===== src/rtl/wpp_pkg.sv =====
package wpp_pkg;

  // Transaction kinds as they arrive on the input channel.
  typedef enum logic [1:0] {
    K_LOAD  = 2'd0,
    K_START = 2'd1,
    K_CLEAR = 2'd2,
    K_TICK  = 2'd3
  } op_kind_t;

  typedef enum logic [2:0] {
    ST_OK       = 3'd0,
    ST_TOO_LONG = 3'd1,
    ST_EMPTY    = 3'd2,
    ST_NO_SLOT  = 3'd3,
    ST_RUNNING  = 3'd4,
    ST_NOTHING  = 3'd5,
    ST_BAD_SEQ  = 3'd6
  } status_t;

  typedef enum logic [1:0] {
    MODE_OFF    = 2'd0,
    MODE_AUTO   = 2'd1,
    MODE_MANUAL = 2'd2
  } adc_mode_t;

  typedef enum logic [1:0] {
    S_IDLE,
    S_HEAD,
    S_HEAD2,
    S_FETCH
  } back_state_t;

  // One classified transaction, as handed from the front to the back.
  typedef struct packed {
    op_kind_t     kind;
    logic         first;
    logic         too_long;
    logic         empty_len;
    logic [15:0]  idx;
    logic [15:0]  len;
    logic [47:0]  pos;
    logic         sync;
    logic [31:0]  period;
  } wpp_item_t;

endpackage


===== src/rtl/wpp_front.sv =====
module wpp_front
  import wpp_pkg::*;
#(
  parameter int MAX_POINTS = 256
) (
  input  logic        clk,
  input  logic        rst,
  input  logic        in_valid,
  output logic        in_ready,
  input  logic [1:0]  kind,
  input  logic [15:0] pos_x,
  input  logic [15:0] pos_y,
  input  logic [15:0] pos_z,
  input  logic [15:0] point_index,
  input  logic [15:0] path_length,
  input  logic        manual_trig,
  input  logic [31:0] period_ticks,
  output logic        item_valid,
  output wpp_item_t   item,
  input  logic        item_pop
);

  wpp_item_t  cls;
  wpp_item_t  slots [2];
  logic       wr_ptr;
  logic       rd_ptr;
  logic [1:0] count;
  logic       push;

  // Classify the incoming transaction: checks that need no block state.
  always_comb begin
    cls.kind      = op_kind_t'(kind);
    cls.first     = (point_index == 16'd0);
    cls.too_long  = (path_length > 16'(MAX_POINTS));
    cls.empty_len = (path_length == 16'd0);
    cls.idx       = point_index;
    cls.len       = path_length;
    cls.pos       = {pos_z, pos_y, pos_x};
    cls.sync      = manual_trig;
    cls.period    = (period_ticks == 32'd0) ? 32'd1 : period_ticks;
  end

  assign in_ready   = (count != 2'd2);
  assign push       = in_valid && in_ready;
  assign item_valid = (count != 2'd0);
  assign item       = slots[rd_ptr];

  always_ff @(posedge clk) begin
    if (push) begin
      slots[wr_ptr] <= cls;
    end
  end

  always_ff @(posedge clk) begin
    if (rst) begin
      wr_ptr <= 1'b0;
      rd_ptr <= 1'b0;
      count  <= 2'd0;
    end else begin
      if (push) begin
        wr_ptr <= ~wr_ptr;
      end
      if (item_pop) begin
        rd_ptr <= ~rd_ptr;
      end
      case ({push, item_pop})
        2'b10:   count <= count + 2'd1;
        2'b01:   count <= count - 2'd1;
        default: count <= count;
      endcase
    end
  end

endmodule


===== config.mk =====
export PLATFORM = sky130hd
export DESIGN_NAME = wpp_front
export DESIGN_NICKNAME = d
export VERILOG_FILES = /design/src/rtl/wpp_pkg.sv /design/src/rtl/wpp_front.sv
export SDC_FILE = /design/constraint.sdc
export NUM_CORES = 1
export LEC_CHECK = 0
export BUFFER_PORTS_ARGS = -buffer_cell sky130_fd_sc_hd__buf_2
export CORE_ASPECT_RATIO = 1.2
export CORE_MARGIN = 4
export CORE_UTILIZATION = 55
export DETAILED_ROUTE_END_ITERATION = 16
export GPL_ROUTABILITY_DRIVEN = 0
export PLACE_DENSITY = 0.83
export SYNTH_ARGS = -nofsm -noshare
export SYNTH_HDL_FRONTEND = slang
export SYNTH_SLANG_ARGS = --single-unit

===== constraint.sdc =====
create_clock -name clk -period 11.27 [get_ports clk]
set_input_delay 2.254 -clock clk [delete_from_list [all_inputs] [get_ports clk]]
set_output_delay 2.254 -clock clk [all_outputs]
set_load 0.005 [all_outputs]

==> results of run 1 <==
==> cell families after synthesis <==
group                    count (synthesis)  synth area share
multiplexers                           118            0.1550
adder cells (fa/ha/maj)                  1          0.001381
AO/OA/AOI/OAI                            6          0.004419
buffers and inverters                   45           0.02320
AND/OR/NAND/NOR                         31           0.01989
flip-flops                             241            0.7933
XOR/XNOR                                 3          0.002901
==> layer usage <==
layer / routed length [um] / GRT usage / share of wire
met1: 6231 / 0.2008 / 0.36
met2: 9496 / 0.3380 / 0.54
met3: 1129 / 0.04203 / 0.065
met4: 559 / 0.06399 / 0.032
met5: 20 / 0 / 0.0011
==> worst min-delay path, stage by stage (launching register included) <==
cell and delay (ns):
dfxtp_1 0.33, o21ai_0 0.07, a21oi_1 0.07
==> final cells by class <==
| cell class | count | area (sq um) |
|---|---|---|
| Inverter | 1 | 6.256 |
| Clock buffer | 25 | 583.1 |
| Fill cell | 1070 | 5179 |
| Tap cell | 212 | 265.3 |
| Clock inverter | 15 | 102.6 |
| Sequential cell | 241 | 7191 |
| Multi-Input combinational cell | 159 | 1668 |
| Timing Repair Buffer | 241 | 1214 |
==> through the flow <==
stage / util / instances / total power [mW]
finish: 0.6805 / 894 / 2.043
detailed placement: 0.6382 / 854 / 1.373
floorplan: - / 445 / 1.260
global route: 0.6805 / 894 / 2.128
global placement: 0.6382 / 854 / 1.360
CTS: 0.6805 / 894 / 2.065
==> worst min-delay path by stage <==
stage	end	slack (ns)	from	cells after the start
2_1_floorplan	count[1]	0.46	count[1]	2
3_3_place_gp	count[1]	0.48	count[1]	2
3_5_place_dp	count[1]	0.50	count[1]	2
4_1_cts	count[1]	0.52	count[1]	2
5_1_grt	count[1]	0.54	count[1]	2
6_report	count[1]	0.52	count[1]	2
==> cell usage in the layout (no fill, tap or decap), drive strengths merged <==
cell type and n:
a21bo 1, a21o 1, a21oi 2, and3 1, and4 1, buf 241, bufinv 1, clkbuf 25
clkinv 11, clkinvlp 3, dfxtp 5, edfxtp 236, ha 1, inv 1, mux2 118, nand2 3
nand2b 1, nand3b 1, nand4 2, nor2 3, nor3 2, nor4 15, o21ai 1, o21bai 1
or2 1, or3 1, xnor2 2, xor2 1
==> power by group through the flow <==
stage	Combinational [mW]	Sequential, mW	Clock [mW]
2_1_floorplan	0.143	1.12	0
3_3_place_gp	0.242	1.12	0
3_5_place_dp	0.248	1.12	0
4_1_cts	0.250	1.11	0.710
5_1_grt	0.266	1.11	0.751
6_report	0.245	1.10	0.693
==> state kept, by name (all words and copies together) (netlist names), named ones only <==
register,flops
wr_ptr,1
slots,236
count,2
rd_ptr,1
==> run metrics, run 1 <==
status=completed; vias in the first global route=~5100; initial core utilization=0.5590; sw frac=0.2192; Clock transition at path regs=around 0.06 ns; CP max FO=67; Slew headroom=0.3464; WHS=around 0.52 ns; area leader, netlist=edfxtp_1; required time worst endpoint=between 9 and 10 ns; Boundary Pins=~240; root buffer cell=clkbuf_16; Final WS setup=between 6 and 7 ns; crit-path cells=buf_4 -> mux2_2 -> buf_2; r2r endpoint=slots[0][10]; Total GRT Usage=0.1804; initial antenna violation count=1; Sw Pwr=0.4478 mW; critical path class=reg2out; Levels on crit path=3; Flop pwr share=0.541; CTS H-tree depth=1; global-route wire length before repair=~27000 um; dpl cell area=10340 sq um; most frequent cell after synthesis=edfxtp_1; Crit. End Element=output pin; postcts setup bufs=0; routed wire length per instance=19.50 um; RSZ-0062 raised after global routing=false; Worst setup SP type=register; Area growth syn-to-layout=21.74%; # DRC=0; final hold vios=0; Final Cell Area=about 11000 sq um; worst slew pin tran=0.9804 ns; largest net degree at the start of global routing=72; number of diodes=0; CP Capture Point=item[58]; clk_skew=0.009526 ns; Worst path max stage delay=around 0.85 ns; clock buffer depth=3; worst endpoint data arrival time=between 2 and 3 ns; P_int=around 1.6 mW; Area contributors post-synth=edfxtp_1 (78%), mux2_2 (12%), mux2_4 (3.3%); drt pass-1 iters=4; Avg Cell Area, Syn=between 20 and 25 sq um; port buffer count=about 240; core area=roughly 16000 sq um; #FFs+latches synth=between 200 and 250; Leak Pwr=~4.1 nW; final wirelength=roughly 17000 um; post-synthesis sequential area ratio=0.7933; reg2reg setup slack=approximately 8.7 ns; Post-DRT Antenna Nets=0; Die Ht=148.6 um; Site Rows=a little over 50; clock power share=0.339; most frequent cells after synthesis=edfxtp_1 (236), mux2_2 (98), clkbuf_1 (31); Comb power frac=0.120; fin crit share=0.4498; Die ar.=18600 sq um; hold_buf cts=0; PostCTS Resize Cnt=0; Bufs and invs on worst path=2; fmax=a little under 0.2 GHz; final setup TNS=0 ns; routed via count=4708; count of final setup violators=0; worst skew pair latency=~0.49 ns; HPWL Detailed=11980 um; CP max-delay cell=buf_4; cell count after synthesis=445; pre-CTS setup slack=6.699 ns; # nets final=between 700 and 800; Top Family by Delay on Critical Path=buffers and inverters; path depth of the worst reg2reg path=4; Synth async-reset ratio=0; Yosys cell types=27; DR vias/cell=5.266; post-synth top area share=0.7822; final slew viol count=0; GRT overflow=0; TritonCTS Buffers=23; Post-Syn Nets=around 570; FF-to-FF Start=count[0]; Main synth FF type=edfxtp_1; layout cells sized above 1=0.5836; synthesized area=about 9000 sq um; Die W=125.2 um; CTS tree=yes; clock sinks=approximately 240; VDD IR-drop max=about 160 uV; Iteration-0 DRC Markers=223; MaxCap Viol Count=0; Post-synth EDFFs=between 200 and 250; PwrDens=approximately 190 nW/um^2; YS warnings=0; Hold WC Path Type=reg2reg; crit path time final=slightly above 5 ns
(Power assumes the default switching activity.)
==> inputs of run 2 (changes only) <==
Settings changed: CORE_UTILIZATION 55 to 47, PLACE_DENSITY 0.83 to 0.75.
Clock period 11.27 ns to 4.4 ns, I/O delays scaled along.
==> run metrics, run 2 (same netlist as run 1, synthesis figures left out) <==
status=completed; Post-DRT Antenna Nets=0; WHS=0.5345 ns; CP max FO=65; worst skew pair latency=around 0.5 ns; MaxCap Viol Count=0; vias in the first global route=5236; worst endpoint data arrival time=2.35 ns; HPWL Detailed=~12000 um; PwrDens=just under 500 nW/um^2; Largest Register=slots; most common cell after layout, fill and taps aside=buf_2; initial core utilization=0.4787; Bufs and invs on worst path=2; # DRC=0; # nets final=around 790; Die ar.=roughly 22000 sq um; hold_buf cts=0; dpl cell area=approximately 10000 sq um; Hold WC Path Type=reg2reg; Levels on crit path=3; critical path class=reg2out; total power=5.463 mW; FF-to-FF Start=count[0]; fin crit share=0.7335; routed wire length per instance=18.47 um; GRT overflow=0; Area growth syn-to-layout=23.92%; RSZ-0062 raised after global routing=false; Site Rows=55; Clock transition at path regs=about 0.060 ns; Leak Pwr=between 4 and 5 nW; global-route wire length before repair=approximately 27000 um; Total GRT Usage=0.1596; r2r endpoint=slots[1][111]; required time worst endpoint=between 3 and 4 ns; clock sinks=about 240; clock buffer depth=3; drt pass-1 iters=4; Fill cells=roughly 1400; Die W=about 130 um; routed via count=around 4700; crit path time final=roughly 3.2 ns; crit-path cells=buf_12 -> mux2_2 -> buf_2; path depth of the worst reg2reg path=3; core area=about 19000 sq um; Boundary Pins=between 200 and 250; postcts setup bufs=0; most frequent cells in the layout=buf_2 (238), edfxtp_1 (236), mux2_2 (98), clkbuf_16 (25), mux2_4 (20); port buffer count=roughly 240; pre-CTS setup slack=1.656 ns; Die Ht=between 150 and 200 um; initial antenna violation count=3; CP Capture Point=item[56]; CTS tree=yes; PostCTS Resize Cnt=0; CTS H-tree depth=1; Final WS setup=between 1 and 1.5 ns; Slew headroom=0.3756; Final Cell Area=between 10000 and 15000 sq um; root buffer cell=clkbuf_16; Largest regs=slots x236, count x2; count of final setup violators=0; DR vias/cell=between 4 and 5; Largest register FFs=between 200 and 250; Worst path max stage delay=around 0.8 ns; clk_skew=~0.0085 ns; final setup TNS=0 ns; final slew viol count=0; VDD IR-drop max=roughly 410 uV; reg2reg setup slack=2.15 ns; layout cells sized above 1=0.5810; fmax=~0.31 GHz; Top Family by Delay on Critical Path=flip-flops; Iteration-0 DRC Markers=between 200 and 250; TritonCTS Buffers=24; Worst setup SP type=register; Crit. End Element=output pin; worst slew pin tran=between 0.9 and 1 ns; final wirelength=approximately 17000 um; CP max-delay cell=dfxtp_4; largest net degree at the start of global routing=between 70 and 80; final hold vios=0
run 2: changes by cell type in the layout (fill, tap and decap cells not counted), sizes merged:
cell / change
clkinvlp: -2
diode: +2
inv: +1
clkbuf: +2
bufinv: +2
run 2: worst min path at each step:
stage                         to       from  cells past startpoint  slack (ns)
floorplan               count[1]   count[1]                      2        0.46
global placement        count[1]   count[1]                      2        0.48
detailed placement      register     rd_ptr                      2        0.51
CTS                       rd_ptr     rd_ptr                      2        0.53
global route        slots[1][79]  pos_z[14]                      1        0.54
finish                  count[1]   count[1]                      2        0.53
run 2: worst register-to-register path: cells and delay by family, from the launching register on:
kind                   cells  cell delay [ns]
buffers and inverters      1             0.45
DFF                        1             0.40
and+or+nand+nor            2             1.06
run 2: per-stage QoR:
stage,std cells,util
floorplan,445,-
global placement,898,0.5515
detailed placement,898,0.5515
CTS,941,0.5930
global route,943,0.5933
finish,943,0.5933
run 2: area by class of cell:
type / instances / area [sq um] / area share
diodes: 2 / 5.005 / 0.0004458
clock buffers: 27 / 633.1 / 0.05639
clock inverters: 16 / 152.6 / 0.01360
inverters: 1 / 6.256 / 0.0005572
multi-input cells: 159 / 1668 / 0.1486
flip-flops and latches: 241 / 7191 / 0.6405
well taps: 256 / 320.3 / 0.02853
repair buffers: 241 / 1251 / 0.1114
run 2: report_power, final:
group	total (mW)	leakage [nW]	internal, mW	switching [mW]
clock	2.00	0.384	1.21	0.798
combinational	0.632	1.54	0.318	0.314
sequential	2.83	2.24	2.76	0.0673
total	5.46	4.17	4.28	1.18
run 2: metal layers:
metal,global-route usage,up-vias,share of wire
met5,0,-,0.00046
met4,0.06065,2,0.028
met3,0.04033,35,0.072
met2,0.2792,178,0.52
met1,0.1886,2301,0.38
li1,-,2185,-
